==> src/rtl/aecg_pkg.sv <==
// Shared types and constants for the auto exposure and contrast gain block.
// Used by aecg_div and auto_exposure_contrast_gain; depends on nothing.
`timescale 1ns / 1ps
`default_nettype none

package aecg_pkg;

  // Serial divider geometry
  localparam int DIV_W     = 32;
  localparam int DIV_CNT_W = $clog2(DIV_W);

  // Contrast scale formula: (325 * (c + 128) / (387 - c)) >> 5
  localparam int SCALE_MUL   = 325;
  localparam int SCALE_OFS   = 128;
  localparam int SCALE_DEN   = 387;
  localparam int SCALE_SHIFT = 5;
  localparam int SCALE_W     = 5;
  localparam int SCALE_NUM_W = 17;
  localparam int SCALE_DEN_W = 9;

  // Constant divisors handled by narrow serial lanes
  localparam int DIV_TEN  = 10;
  localparam int DIV_NINE = 9;

  // Color lanes: serial multiply by scale, then serial divide by ten
  localparam int LANE_W          = 21;
  localparam int LANES           = 4;
  localparam int COL_MULT_STEPS  = SCALE_W;
  localparam int COL_DIV_STEPS   = LANE_W;
  localparam int COL_CNT_W       = $clog2(COL_MULT_STEPS + COL_DIV_STEPS);
  localparam int OFFSET_SHIFT    = 7;

  // Register indexes
  localparam int CFG_IDX_W = 3;
  localparam logic [CFG_IDX_W-1:0] REG_FRAME_DIVISOR   = 3'd0;
  localparam logic [CFG_IDX_W-1:0] REG_TARGET_AVERAGE  = 3'd1;
  localparam logic [CFG_IDX_W-1:0] REG_HYSTERESIS_BAND = 3'd2;
  localparam logic [CFG_IDX_W-1:0] REG_GAIN_FLOOR      = 3'd3;
  localparam logic [CFG_IDX_W-1:0] REG_GAIN_CEILING    = 3'd4;

  // Reset values
  localparam logic [31:0] FRAME_DIVISOR_RESET   = 32'd4147200;
  localparam logic [9:0]  TARGET_AVERAGE_RESET  = 10'd100;
  localparam logic [7:0]  HYSTERESIS_BAND_RESET = 8'd4;
  localparam logic [6:0]  GAIN_FLOOR_RESET      = 7'd5;
  localparam logic [6:0]  GAIN_CEILING_RESET    = 7'd100;
  localparam logic [6:0]  GAIN_RESET            = 7'd80;

  // Divider status toward the sequencer
  typedef struct packed {
    logic busy;
    logic done;
  } div_status_t;

endpackage

`default_nettype wire

==> src/rtl/aecg_div.sv <==
// Radix-2 restoring divider, one quotient bit per cycle while busy.
// Depends on aecg_pkg for its width and status type.
`timescale 1ns / 1ps
`default_nettype none

module aecg_div (
  input  logic                          clk,
  input  logic                          rst,
  input  logic                          start,
  input  logic [aecg_pkg::DIV_W-1:0]    num,
  input  logic [aecg_pkg::DIV_W-1:0]    den,
  output logic [aecg_pkg::DIV_W-1:0]    quo,
  output aecg_pkg::div_status_t         status
);
  import aecg_pkg::*;

  logic [DIV_W-1:0]     rem;
  logic [DIV_W-1:0]     quo_sh;
  logic [DIV_W-1:0]     den_q;
  logic [DIV_CNT_W-1:0] cnt;
  logic                 busy;
  logic                 done;

  logic [DIV_W:0]       shifted;
  logic                 fits;
  logic [DIV_W-1:0]     rem_next;

  // Trial subtract of the divisor from the shifted remainder
  always_comb begin
    shifted  = {rem, quo_sh[DIV_W-1]};
    fits     = shifted >= {1'b0, den_q};
    rem_next = fits ? DIV_W'(shifted - {1'b0, den_q}) : shifted[DIV_W-1:0];
  end

  // Control: busy for one pass, done pulses once the quotient is complete
  always_ff @(posedge clk) begin
    if (rst) begin
      busy <= 1'b0;
      done <= 1'b0;
    end else begin
      done <= busy && (cnt == DIV_CNT_W'(DIV_W - 1));
      if (start) begin
        busy <= 1'b1;
      end else if (busy && (cnt == DIV_CNT_W'(DIV_W - 1))) begin
        busy <= 1'b0;
      end
    end
  end

  // Datapath: shift numerator bits out and quotient bits in
  always_ff @(posedge clk) begin
    if (start) begin
      rem    <= '0;
      quo_sh <= num;
      den_q  <= den;
      cnt    <= '0;
    end else if (busy) begin
      rem    <= rem_next;
      quo_sh <= {quo_sh[DIV_W-2:0], fits};
      cnt    <= cnt + 1'b1;
    end
  end

  assign quo         = quo_sh;
  assign status.busy = busy;
  assign status.done = done;

endmodule

`default_nettype wire

==> src/rtl/auto_exposure_contrast_gain.sv <==
// Per-frame auto exposure and contrast constant block, top level.
// Depends on aecg_pkg and the serial divider aecg_div.
//
// Usage: one input word per video frame on in_valid/in_ready, one result
// word on out_valid/out_ready. Registers are written on cfg_valid/cfg_ready
// (ready whenever reset is low) with cfg_index 0..4; other indexes are dropped.
// A word takes three back-to-back passes through the bit-serial divider
// (contrast scale, camera one average, camera two average), and the next
// word is taken only after its result is loaded. The divide by nine of the
// frame divisor runs beside the first pass, and the color multiply /
// divide-by-ten lanes beside the second.
// The result sits in an output register; the next input word is taken
// while it waits. If the receiver stalls, a finished word waits in the last
// sequencer step until the output register frees, and no new input is
// taken meanwhile.
// Reset (synchronous, active high) restores register defaults, sets both
// camera gains to 80 and drops any word in flight.
`timescale 1ns / 1ps
`default_nettype none

module auto_exposure_contrast_gain (
  input  logic                           clk,
  input  logic                           rst,
  input  logic                           in_valid,
  output logic                           in_ready,
  input  logic [15:0]                    red_gain,
  input  logic [15:0]                    green_gain,
  input  logic [15:0]                    blue_gain,
  input  logic [7:0]                     contrast_level,
  input  logic [15:0]                    brightness_level,
  input  logic [31:0]                    pixel_sum_one,
  input  logic [31:0]                    pixel_sum_two,
  output logic                           out_valid,
  input  logic                           out_ready,
  output logic [17:0]                    red_constant,
  output logic [17:0]                    green_constant,
  output logic [17:0]                    blue_constant,
  output logic signed [23:0]             offset_constant,
  output logic [6:0]                     sensor_gain_one,
  output logic [6:0]                     sensor_gain_two,
  input  logic                           cfg_valid,
  output logic                           cfg_ready,
  input  logic [aecg_pkg::CFG_IDX_W-1:0] cfg_index,
  input  logic [31:0]                    cfg_data
);
  import aecg_pkg::*;

  localparam logic [2:0] S_IDLE   = 3'd0;
  localparam logic [2:0] S_SCALE  = 3'd1;
  localparam logic [2:0] S_AVG1   = 3'd2;
  localparam logic [2:0] S_AVG2   = 3'd3;
  localparam logic [2:0] S_FINISH = 3'd4;

  // Configuration registers
  logic [31:0] frame_divisor;
  logic [9:0]  target_average;
  logic [7:0]  hysteresis_band;
  logic [6:0]  gain_floor;
  logic [6:0]  gain_ceiling;

  // Camera gain state
  logic [6:0]  gain_one;
  logic [6:0]  gain_two;

  // Sequencer and captured word
  logic [2:0]  state;
  logic [15:0] gain_in [3];
  logic [15:0] bright_q;
  logic [31:0] sum_one_q;
  logic [31:0] sum_two_q;
  logic [31:0] avg_one;

  // Shared divider
  logic              div_start;
  logic [DIV_W-1:0]  div_num;
  logic [DIV_W-1:0]  div_den;
  logic [DIV_W-1:0]  div_quo;
  div_status_t       div_st;

  // Divide-by-nine lane for the camera two divisor
  logic [DIV_W-1:0]  q9_sh;
  logic [3:0]        rem9;
  logic [4:0]        trial9;
  logic              ge9;
  logic [3:0]        rem9_next;

  // Color lanes: three gains and the offset term
  logic [LANE_W-1:0]    gain_sh [3];
  logic [SCALE_W-1:0]   scale_sh;
  logic [LANE_W-1:0]    prod [LANES];
  logic [3:0]           rem10 [LANES];
  logic [4:0]           trial10 [LANES];
  logic                 ge10 [LANES];
  logic [3:0]           rem10_next [LANES];
  logic [COL_CNT_W-1:0] col_cnt;
  logic                 col_busy;

  logic                 accept;
  logic                 out_load;
  logic [SCALE_NUM_W-1:0] scale_num;
  logic [SCALE_DEN_W-1:0] scale_den;
  logic [SCALE_W-1:0]   scale_val;
  logic signed [16:0]   off_diff;
  logic [6:0]           gain_one_next;
  logic [6:0]           gain_two_next;

  // Step a gain by the hysteresis rule, then clamp floor first
  function automatic logic [6:0] next_gain(
    input logic [6:0]  g,
    input logic [31:0] avg,
    input logic [9:0]  tgt,
    input logic [7:0]  hb,
    input logic [6:0]  fl,
    input logic [6:0]  cl
  );
    logic signed [11:0] lo;
    logic [10:0]        hi;
    logic signed [8:0]  gs;
    logic               below;
    logic               above;
    logic [6:0]         res;
    lo    = $signed({2'b00, tgt}) - $signed({4'b0000, hb});
    hi    = {1'b0, tgt} + {3'b000, hb};
    below = !lo[11] && (avg < {21'b0, lo[10:0]});
    above = avg > {21'b0, hi};
    priority if (below) begin
      gs = $signed({2'b00, g}) + 9'sd1;
    end else if (above) begin
      gs = $signed({2'b00, g}) - 9'sd1;
    end else begin
      gs = $signed({2'b00, g});
    end
    priority if (gs < $signed({2'b00, fl})) begin
      res = fl;
    end else if (gs >= $signed({2'b00, cl})) begin
      res = cl;
    end else begin
      res = gs[6:0];
    end
    return res;
  endfunction

  assign in_ready  = (state == S_IDLE) && !rst;
  assign cfg_ready = !rst;
  assign accept    = in_valid && in_ready;
  assign out_load  = (state == S_FINISH) && (!out_valid || out_ready);
  assign scale_val = div_quo[SCALE_W+SCALE_SHIFT-1:SCALE_SHIFT];

  // Contrast scale operands
  assign scale_num = SCALE_NUM_W'(SCALE_MUL) * {9'b0, contrast_level}
                   + SCALE_NUM_W'(SCALE_MUL * SCALE_OFS);
  assign scale_den = SCALE_DEN_W'(SCALE_DEN) - {1'b0, contrast_level};

  // Pick divider operands for each pass
  always_comb begin
    div_start = 1'b0;
    div_num   = '0;
    div_den   = '0;
    unique case (state)
      S_IDLE: begin
        div_start = accept;
        div_num   = {15'b0, scale_num};
        div_den   = {23'b0, scale_den};
      end
      S_SCALE: begin
        div_start = div_st.done;
        div_num   = sum_one_q;
        div_den   = frame_divisor;
      end
      S_AVG1: begin
        div_start = div_st.done;
        div_num   = sum_two_q;
        div_den   = q9_sh;
      end
      default: begin
        div_start = 1'b0;
      end
    endcase
  end

  aecg_div u_div (
    .clk    (clk),
    .rst    (rst),
    .start  (div_start),
    .num    (div_num),
    .den    (div_den),
    .quo    (div_quo),
    .status (div_st)
  );

  // Sequencer
  always_ff @(posedge clk) begin
    if (rst) begin
      state <= S_IDLE;
    end else begin
      unique case (state)
        S_IDLE:   if (accept)      state <= S_SCALE;
        S_SCALE:  if (div_st.done) state <= S_AVG1;
        S_AVG1:   if (div_st.done) state <= S_AVG2;
        S_AVG2:   if (div_st.done) state <= S_FINISH;
        S_FINISH: if (out_load)    state <= S_IDLE;
        default:                   state <= S_IDLE;
      endcase
    end
  end

  // Capture the input word
  always_ff @(posedge clk) begin
    if (accept) begin
      gain_in[0] <= red_gain;
      gain_in[1] <= green_gain;
      gain_in[2] <= blue_gain;
      bright_q   <= brightness_level;
      sum_one_q  <= pixel_sum_one;
      sum_two_q  <= pixel_sum_two;
    end
    if ((state == S_AVG1) && div_st.done) begin
      avg_one <= div_quo;
    end
  end

  // Divide the frame divisor by nine, one bit per cycle beside the scale pass
  always_comb begin
    trial9    = {rem9, q9_sh[DIV_W-1]};
    ge9       = trial9 >= 5'(DIV_NINE);
    rem9_next = ge9 ? 4'(trial9 - 5'(DIV_NINE)) : trial9[3:0];
  end

  always_ff @(posedge clk) begin
    if (accept) begin
      q9_sh <= frame_divisor;
      rem9  <= '0;
    end else if ((state == S_SCALE) && div_st.busy) begin
      q9_sh <= {q9_sh[DIV_W-2:0], ge9};
      rem9  <= rem9_next;
    end
  end

  // Divide-by-ten trial for each lane
  always_comb begin
    for (int i = 0; i < LANES; i++) begin
      trial10[i]    = {rem10[i], prod[i][LANE_W-1]};
      ge10[i]       = trial10[i] >= 5'(DIV_TEN);
      rem10_next[i] = ge10[i] ? 4'(trial10[i] - 5'(DIV_TEN)) : trial10[i][3:0];
    end
  end

  // Color lanes: shift-add multiply by scale, then serial divide by ten
  always_ff @(posedge clk) begin
    if (rst) begin
      col_busy <= 1'b0;
    end else if ((state == S_SCALE) && div_st.done) begin
      col_busy <= 1'b1;
    end else if (col_busy &&
                 (col_cnt == COL_CNT_W'(COL_MULT_STEPS + COL_DIV_STEPS - 1))) begin
      col_busy <= 1'b0;
    end
  end

  always_ff @(posedge clk) begin
    if ((state == S_SCALE) && div_st.done) begin
      col_cnt  <= '0;
      scale_sh <= scale_val;
      for (int i = 0; i < 3; i++) begin
        gain_sh[i] <= {5'b0, gain_in[i]};
        prod[i]    <= '0;
        rem10[i]   <= '0;
      end
      prod[3]  <= LANE_W'({scale_val, OFFSET_SHIFT'(0)});
      rem10[3] <= '0;
    end else if (col_busy) begin
      col_cnt <= col_cnt + 1'b1;
      if (col_cnt < COL_CNT_W'(COL_MULT_STEPS)) begin
        // add the shifted gain where the scale bit is set
        scale_sh <= scale_sh >> 1;
        for (int i = 0; i < 3; i++) begin
          if (scale_sh[0]) begin
            prod[i] <= prod[i] + gain_sh[i];
          end
          gain_sh[i] <= gain_sh[i] << 1;
        end
      end else begin
        for (int i = 0; i < LANES; i++) begin
          prod[i]  <= {prod[i][LANE_W-2:0], ge10[i]};
          rem10[i] <= rem10_next[i];
        end
      end
    end
  end

  // Offset and gain updates
  assign off_diff      = $signed({1'b0, bright_q}) - $signed({8'b0, prod[3][8:0]});
  assign gain_one_next = next_gain(gain_one, avg_one, target_average, hysteresis_band,
                                   gain_floor, gain_ceiling);
  assign gain_two_next = next_gain(gain_two, div_quo, target_average, hysteresis_band,
                                   gain_floor, gain_ceiling);

  // Gain state and output valid
  always_ff @(posedge clk) begin
    if (rst) begin
      gain_one  <= GAIN_RESET;
      gain_two  <= GAIN_RESET;
      out_valid <= 1'b0;
    end else begin
      if (out_load) begin
        gain_one  <= gain_one_next;
        gain_two  <= gain_two_next;
        out_valid <= 1'b1;
      end else if (out_ready) begin
        out_valid <= 1'b0;
      end
    end
  end

  // Output word register
  always_ff @(posedge clk) begin
    if (out_load) begin
      red_constant    <= prod[0][17:0];
      green_constant  <= prod[1][17:0];
      blue_constant   <= prod[2][17:0];
      offset_constant <= {off_diff, OFFSET_SHIFT'(0)};
      sensor_gain_one <= gain_one_next;
      sensor_gain_two <= gain_two_next;
    end
  end

  // Configuration writes, masked to register width
  always_ff @(posedge clk) begin
    if (rst) begin
      frame_divisor   <= FRAME_DIVISOR_RESET;
      target_average  <= TARGET_AVERAGE_RESET;
      hysteresis_band <= HYSTERESIS_BAND_RESET;
      gain_floor      <= GAIN_FLOOR_RESET;
      gain_ceiling    <= GAIN_CEILING_RESET;
    end else if (cfg_valid && cfg_ready) begin
      unique case (cfg_index)
        REG_FRAME_DIVISOR:   frame_divisor   <= cfg_data;
        REG_TARGET_AVERAGE:  target_average  <= cfg_data[9:0];
        REG_HYSTERESIS_BAND: hysteresis_band <= cfg_data[7:0];
        REG_GAIN_FLOOR:      gain_floor      <= cfg_data[6:0];
        REG_GAIN_CEILING:    gain_ceiling    <= cfg_data[6:0];
        default: begin
        end
      endcase
    end
  end

  // Divider finishes only inside one of its three passes
  a_div_done_in_pass: assert property (@(posedge clk) disable iff (rst)
    div_st.done |-> (state == S_SCALE || state == S_AVG1 || state == S_AVG2))
    else $error("divider done outside a divide pass");

  // Color lanes are finished before the camera two pass starts
  a_lanes_done: assert property (@(posedge clk) disable iff (rst)
    (state == S_AVG1 && div_st.done) |-> !col_busy)
    else $error("color lanes still busy at end of camera one pass");

  // Accepting a word starts the divider on the next cycle
  a_accept_starts_div: assert property (@(posedge clk) disable iff (rst)
    accept |=> (div_st.busy && state == S_SCALE))
    else $error("accepted word did not start the scale pass");

  // Gain state moves only when a result is loaded
  a_gain_hold: assert property (@(posedge clk) disable iff (rst)
    !out_load |=> ($stable(gain_one) && $stable(gain_two)))
    else $error("camera gain changed without a result");

  // A finished word waits while the output register is occupied
  a_finish_waits: assert property (@(posedge clk) disable iff (rst)
    (state == S_FINISH && out_valid && !out_ready) |=> (state == S_FINISH))
    else $error("finished word dropped while output stalled");

endmodule

`default_nettype wire

==> config.mk <==
export PLATFORM = sky130hd
export DESIGN_NAME = auto_exposure_contrast_gain
export DESIGN_NICKNAME = d
export VERILOG_FILES = /design/src/rtl/aecg_pkg.sv /design/src/rtl/aecg_div.sv /design/src/rtl/auto_exposure_contrast_gain.sv
export SDC_FILE = /design/constraint.sdc
export NUM_CORES = 1
export LEC_CHECK = 0
export ABC_AREA = 1
export BUFFER_PORTS_ARGS = -buffer_cell sky130_fd_sc_hd__buf_2
export CORE_MARGIN = 5
export CORE_UTILIZATION = 39
export CTS_CLUSTER_SIZE = 30
export DETAILED_ROUTE_END_ITERATION = 7
export GPL_TIMING_DRIVEN = 0
export PLACE_DENSITY_LB_ADDON = 0.12
export SLEW_MARGIN = 10
export SYNTH_ARGS = -nofsm -noshare
export SYNTH_HDL_FRONTEND = slang
export SYNTH_SLANG_ARGS = --single-unit
==> constraint.sdc <==
create_clock -name clk -period 5.1 [get_ports clk]
set_clock_uncertainty 0.1 [all_clocks]
set_input_delay 0.765 -clock clk [delete_from_list [all_inputs] [get_ports clk]]
set_output_delay 0.765 -clock clk [all_outputs]
set_load 0.01 [all_outputs]
Word level (Yosys, flattened, before mapping)
Memory sizes are Yosys's and may differ from the RTL's.
Index checks and enable logic that the tools add are counted.
{ "word_totals": {"n_memories": 4, "mem_bits_rw": 211, "ff_bits": 429, "out_inout_bits": 95, "word_cells": 198} }
{ "memory_table": {"columns": ["memory", "depth", "width", "read_ports", "rd_clocked_by_memory_dff", "write_ports", "line_no", "source"], "rows": [
  ["prod", 4, 21, 4, 0, 4, "auto_exposure_contrast_gain.sv:90", "logic [LANE_W-1:0] prod [LANES];"],
  ["gain_sh", 3, 21, 3, 0, 3, "auto_exposure_contrast_gain.sv:88", "logic [LANE_W-1:0] gain_sh [3];"],
  ["gain_in", 3, 16, 3, 0, 3, "auto_exposure_contrast_gain.sv:67", "logic [15:0] gain_in [3];"],
  ["rem10", 4, 4, 4, 0, 4, "auto_exposure_contrast_gain.sv:91", "logic [3:0] rem10 [LANES];"]
]} }
{ "op_classes": {"eq_ne": 15, "bitwise_logic": 14, "n_addsub": 20, "order_cmp": 15, "n_reduce_logical": 32, "n_mul": 1, "muxes": 67} }
{ "ops": {"columns": ["op", "count"], "rows": [
  ["21-bit two-way mux", 10],
  ["32-bit case mux with 3 select lines", 2],
  ["32-bit two-way mux", 5],
  ["32-bit by 11-bit greater-than comparator with 1-bit output", 2],
  ["32-bit by 11-bit less-than comparator with 1-bit output", 2],
  ["21-bit adder", 3],
  ["4-bit two-way mux", 9],
  ["9-bit two-way mux", 4],
  ["33-bit by 32-bit >= comparator with 1-bit output", 1],
  ["32-bit subtractor", 1],
  ["7-bit two-way mux", 4],
  ["5-bit by 4-bit >= comparator with 1-bit output, second input constant", 5],
  ["1-bit two-way mux", 23],
  ["4-bit subtractor, second input constant", 5],
  ["9-bit by 8-bit >= comparator with 1-bit output", 2],
  ["9-bit by 8-bit less-than comparator with 1-bit output", 2],
  ["17-bit by 16-bit adder with 17-bit output, second input constant", 1],
  ["9-bit by 8-bit multiplier with 17-bit output, first input constant", 1],
  ["16-bit by 9-bit subtractor with 17-bit output", 1],
  ["7-bit by 1-bit adder with 8-bit output, second input constant", 2],
  ["7-bit by 1-bit subtractor with 8-bit output, second input constant", 2],
  ["3-bit two-way mux", 5],
  ["5-bit two-way mux", 3],
  ["3-bit case mux with 5 select lines", 1],
  ["21 further kinds", 68]
]} }

Logic depth before layout (Yosys ltp)
{ "logic_depth": {"word_depth": 7, "depth_mapped": 45} }

Cells and area by module
A second synthesis with hierarchy kept.
{ "unflattened": {"cells_unflattened": 3838, "hier_area_um2": 34803.4} }
{ "by_module_without_submodules": {"columns": ["mod", "area_per_inst_um2", "cells_each", "instances", "seq_area_each_um2"], "rows": [
  ["auto_exposure_contrast_gain", 28005.6, 2850, 1, 15204.6],
  ["aecg_div", 6797.8, 988, 1, 2702.6]
]} }

Least setup slack after synthesis
Ideal clock, no wire load.
{ "synth_path": {"path_kind": "register -> register", "startpoint": "reg col_cnt[2]", "endpoint": "mem gain_sh[0][0] (enable)", "setup_ns": 0.571, "t_required_ns": 4.429, "slack_ns": -0.569, "period_less_slack_ns": 5.669, "arrival_ns": 4.998, "path_stages_with_launch": 4, "cell_sequence": "dfxtp_1 > nand2_1 > nand4_1 > o21ai_0"} }
{ "synth_rtl": {"columns": ["item", "line_no", "source"], "rows": [
  ["from (decl)", "auto_exposure_contrast_gain.sv:95", "logic [COL_CNT_W-1:0] col_cnt;"],
  ["from (signal assigned)", "auto_exposure_contrast_gain.sv:272", "col_cnt <= col_cnt + 1'b1;"],
  ["to (decl)", "auto_exposure_contrast_gain.sv:88", null]
]} }

Worst setup path in the final report
{ "layout_path": {"startpoint": "reg hysteresis_band[0]", "endpoint": "reg sensor_gain_one[6] (data pin)"} }
{ "layout_between": {"elab_chain_cells": 7, "word_cells_on_any_way": 12, "classes_between": "add/sub: 2; order compare: 4; mux: 4; reduce/logical: 2"} }
{ "layout_lines": {"columns": ["item", "line_no", "source"], "rows": [
  ["from (decl)", "auto_exposure_contrast_gain.sv:57", "logic [7:0] hysteresis_band;"],
  ["from (signal assigned)", "auto_exposure_contrast_gain.sv:339", "REG_HYSTERESIS_BAND: hysteresis_band <= cfg_data[7:0];"],
  ["10-bit by 8-bit adder with 11-bit output / 10-bit by 8-bit subtractor with 11-bit output (equally long branches)", "auto_exposure_contrast_gain.sv:123, auto_exposure_contrast_gain.sv:122", null],
  ["32-bit by 11-bit greater-than comparator with 1-bit output (tied with other cells)", "auto_exposure_contrast_gain.sv:125", "above = avg > {21'b0, hi};"],
  ["9-bit two-way mux / 1-bit logical AND (equally long branches)", "auto_exposure_contrast_gain.sv:128, auto_exposure_contrast_gain.sv:124", null],
  ["9-bit two-way mux (*)", "auto_exposure_contrast_gain.sv:126", "priority if (below) begin"],
  ["9-bit by 8-bit >= comparator with 1-bit output", "auto_exposure_contrast_gain.sv:135", "end else if (gs >= $signed({2'b00, cl})) begin"],
  ["7-bit two-way mux", "auto_exposure_contrast_gain.sv:135", null],
  ["7-bit two-way mux (*)", "auto_exposure_contrast_gain.sv:133", "priority if (gs < $signed({2'b00, fl})) begin"],
  ["net gain_one_next[6]", "auto_exposure_contrast_gain.sv:104", "logic [6:0] gain_one_next;"],
  ["to (signal assigned)", "auto_exposure_contrast_gain.sv:322", "sensor_gain_one <= gain_one_next;"],
  ["to (decl)", "auto_exposure_contrast_gain.sv:39", "output logic [6:0] sensor_gain_one,"]
]} }
The timed path passes the listed nets; every way through them passes the cells marked *.
A chain may end at the register's enable or synchronous reset.

==> results_dict.tcl <==
set metrics [dict create \
    required_ps 5390 \
    switching_share_pct 25.0 \
    cts_max_path_buffers 3 \
    ios 271 \
    nets 4351 \
    cts_tree "yes" \
    p_sw_w 0.00323 \
    syn_inst 3521 \
    numClockSinks 640 \
    synth_cell_types 63 \
    setup_violations 11 \
    yosys_warnings 0 \
    crit_path_start_kind "flop" \
    synth_area_leaders "edfxtp_1 45%, nand2_1 9.0%, ha_1 8.9%, dfxtp_1 7.8%, inv_1 4.5%" \
    max_clock_freq_mhz 193 \
    power_frac_comb_pct 10.2 \
    grtUsageTotal_pct 20.2 \
    arrival_ps 5460 \
    die_h_um 304 \
    antenna_found_initial 18 \
    die_x_um 304 \
    grt_max_degree 71 \
    clkSlewWorstSetupHoldPaths_ps 60 \
    vias 25600 \
    pwr-share-seq_pct 46.7 \
    viasPerCell 4.99 \
    ys.flop_type "edfxtp_1" \
    period_needed_ps 5180 \
    period_share_pct 102 \
    grt_setup_unrepaired "yes" \
    rows 107 \
    place.gp.congestion 0.897 \
    setup_ws_ps -76.8 \
    numCtsBuffers 76 \
    grt_pass1_wl_mm 146 \
    syn-cell-area_um2 33600 \
    hold_viol_final 0 \
    final_util_pct 47.1 \
    worstHoldPathType "primary input to flop" \
    worst_path_largest_cell_delay_ps 390 \
    antenna_left 0 \
    peakVddDrop_v 0.000245 \
    initial_core_util_pct 39.4 \
    max_slew_margin_pct 28.0 \
    dp_cells 4944 \
    synth_edf_count 509 \
    stdcell_count 5134 \
    tightest_slew_ps 1080 \
    finalPower_w 0.0129 \
    synthArstFlopShare_pct 0 \
    drt_iter0_drc 1483 \
    clk_latency_ps 630 \
    yosysTopAreaCell "edfxtp_1" \
    first_pass_iters 6 \
    avgSynthCellArea_um2 9.55 \
    outcome "complete, but fails checks" \
    portBuffers 263 \
    violations "negative setup slack" \
    powerDensity_nw_per_um2 321 \
    grt_overflow 0 \
    wire_per_inst_um 18.6 \
    wl_mm 95.7 \
    crit_type "flop to flop" \
    path_common_cell "nand2_1" \
    core_area_um2 85400 \
    drc 0 \
    crit_slowest_cell "nor3b_4" \
    cts-root-buf "clkbuf_16" \
    cap_violations 0 \
    area_growth_pct 19.6 \
    p_leak_nw 16.7 \
    p_int_w 0.00967 \
    timing.final.max_slew_violations 0 \
    end_kind "flop" \
    dp_hpwl_mm 71.9 \
    path_max_fanout 8 \
    drive_gt1_share_pct 16.4 \
    yosysSeqAreaShare_pct 53.2 \
    die_area_um2 92200 \
    h-tree-depth 3 \
    grt_pass1_vias 25000 \
    yosysTopAreaCellShare_pct 45.4 \
    clockPowerShare_pct 43.1 \
    synth-seq-cells 640 \
]
## layout make-up
| class | count | area [um^2] |
|---|---|---|
| multi-input combinational | 2365 | 14300 |
| tap | 1144 | 1430 |
| inverter | 418 | 1590 |
| fill | 8315 | 45200 |
| antenna | 5 | 12.5 |
| buffer | 104 | 488 |
| sequential | 640 | 17900 |
| clock buffer | 108 | 2160 |
| timing repair buffer | 317 | 1900 |
| clock inverter | 33 | 383 |
## kinds of logic after synthesis
| logic type | Yosys count | share of synthesized area (%) |
|---|---|---|
| and+or+nand+nor | 1303 | 16.5 |
| AOI/OAI and AO/OA | 693 | 11.6 |
| DFF | 640 | 53.2 |
| buffers and inverters | 522 | 6.03 |
| adders and majority gates | 253 | 9.72 |
| xor gates and xnor gates | 108 | 2.81 |
| other | 1 | 0.0111 |
| muxes | 1 | 0.0298 |
## metrics by stage
stage / cell area, um^2 / worst slack, ps / TNS, ps / hold WS [ps]
3_3_place_gp: 36400 / -1990 / -572090 / 337
3_5_place_dp: 36700 / -1050 / -24360 / 341
4_1_cts: 39700 / -155 / -1950 / 156
5_1_grt: 40200 / -452 / -10590 / 172
6_report: 40200 / -76.8 / -433 / 203
2_1_floorplan: 33700 / 60.6 / 0 / 323
## registers in the layout (all words and copies together), names as in the netlist, 8 cells and up
signal,flops
prod,84
frame_divisor,32
hysteresis_band,8
rem10,16
sum_one_q,32
red_constant,18
bright_q,16
target_average,10
u_div.quo,32
avg_one,32
u_div.den_q,32
gain_in,48
q9_sh,32
sum_two_q,32
u_div.rem,32
blue_constant,18
gain_sh,63
offset_constant,17
green_constant,18
## cells in the mapped netlist, types with 35 or more instances
cell and n:
nand2_1 804, edfxtp_1 509, inv_1 402, o21ai_0 273, a21oi_1 249, ha_1 239, nor2_1 228, dfxtp_1 131
nand3_1 115, clkbuf_1 76, xor2_1 73, nand4_1 36, xnor2_1 35
## per-layer routing
metal,track usage (%),up-vias,part of all wire (%)
li1,-,12900,-
met1,27.5,12000,46
met2,33.1,594,46
met3,3.84,161,5.4
met4,5.81,20,2.9
met5,0,-,0.14
## layout by cell type, fill, tap and decap left out, types with 8 or more instances in the layout
cell / n
nand2_2: 41
xor2_1: 68
nand2_1: 775
nand3_1: 97
dfxtp_1: 124
a31oi_1: 28
buf_2: 279
nor3_1: 32
a21o_1: 12
ha_4: 11
nor4_1: 8
o21bai_1: 12
nand3_2: 24
buf_4: 46
inv_1: 392
a21oi_1: 236
a21oi_2: 10
clkinv_2: 11
nand4_1: 36
o22ai_1: 8
clkbuf_8: 12
nand2_4: 13
or2_2: 10
o211ai_1: 34
a41oi_1: 10
nand3b_1: 9
inv_2: 21
o21ai_0: 262
edfxtp_1: 509
clkbuf_16: 78
ha_1: 227
nor2_1: 225
clkbuf_1: 92
fa_1: 13
o21ai_1: 12
xnor2_1: 35
## repair_timing
item                       in CTS  in global routing
hold buffers                    0                  0
gates cloned                    0                  0
resized for setup              72                 92
setup endpoints to repair      49                 49
buffers inserted               34                 10
pin swaps                      62                 61
## power groups by stage
stage,Combinational [W],Sequential [W],Clock [W]
finish,0.00131,0.00602,0.00556
CTS,0.00129,0.00602,0.00570
floorplan,0.000800,0.00607,0
global placement,0.00122,0.00615,0
detailed placement,0.00126,0.00612,0
global route,0.00148,0.00604,0.00593
## worst paths after layout
kind	to	start	cells past startpoint	slack, ps
setup reg to reg	sensor_gain_one[6]	hysteresis_band[0]	31	-80
setup / recovery	sensor_gain_one[6]	hysteresis_band[0]	31	-80
hold reg to reg	col_cnt[4]	col_cnt[4]	1	340
hold / removal	gain_in[0][47]	blue_gain[15]	1	200
## worst max-delay path: cells and delay by family (launching register included)
family          cells  cell delay (ps)
simple gates       16             2020
compound gates      9             1140
fa+ha+maj           4             1100
flops               1              360
xor+xnor            1              160
buf+inv             1               60
Note: power is estimated with default switching activity, not from simulation.
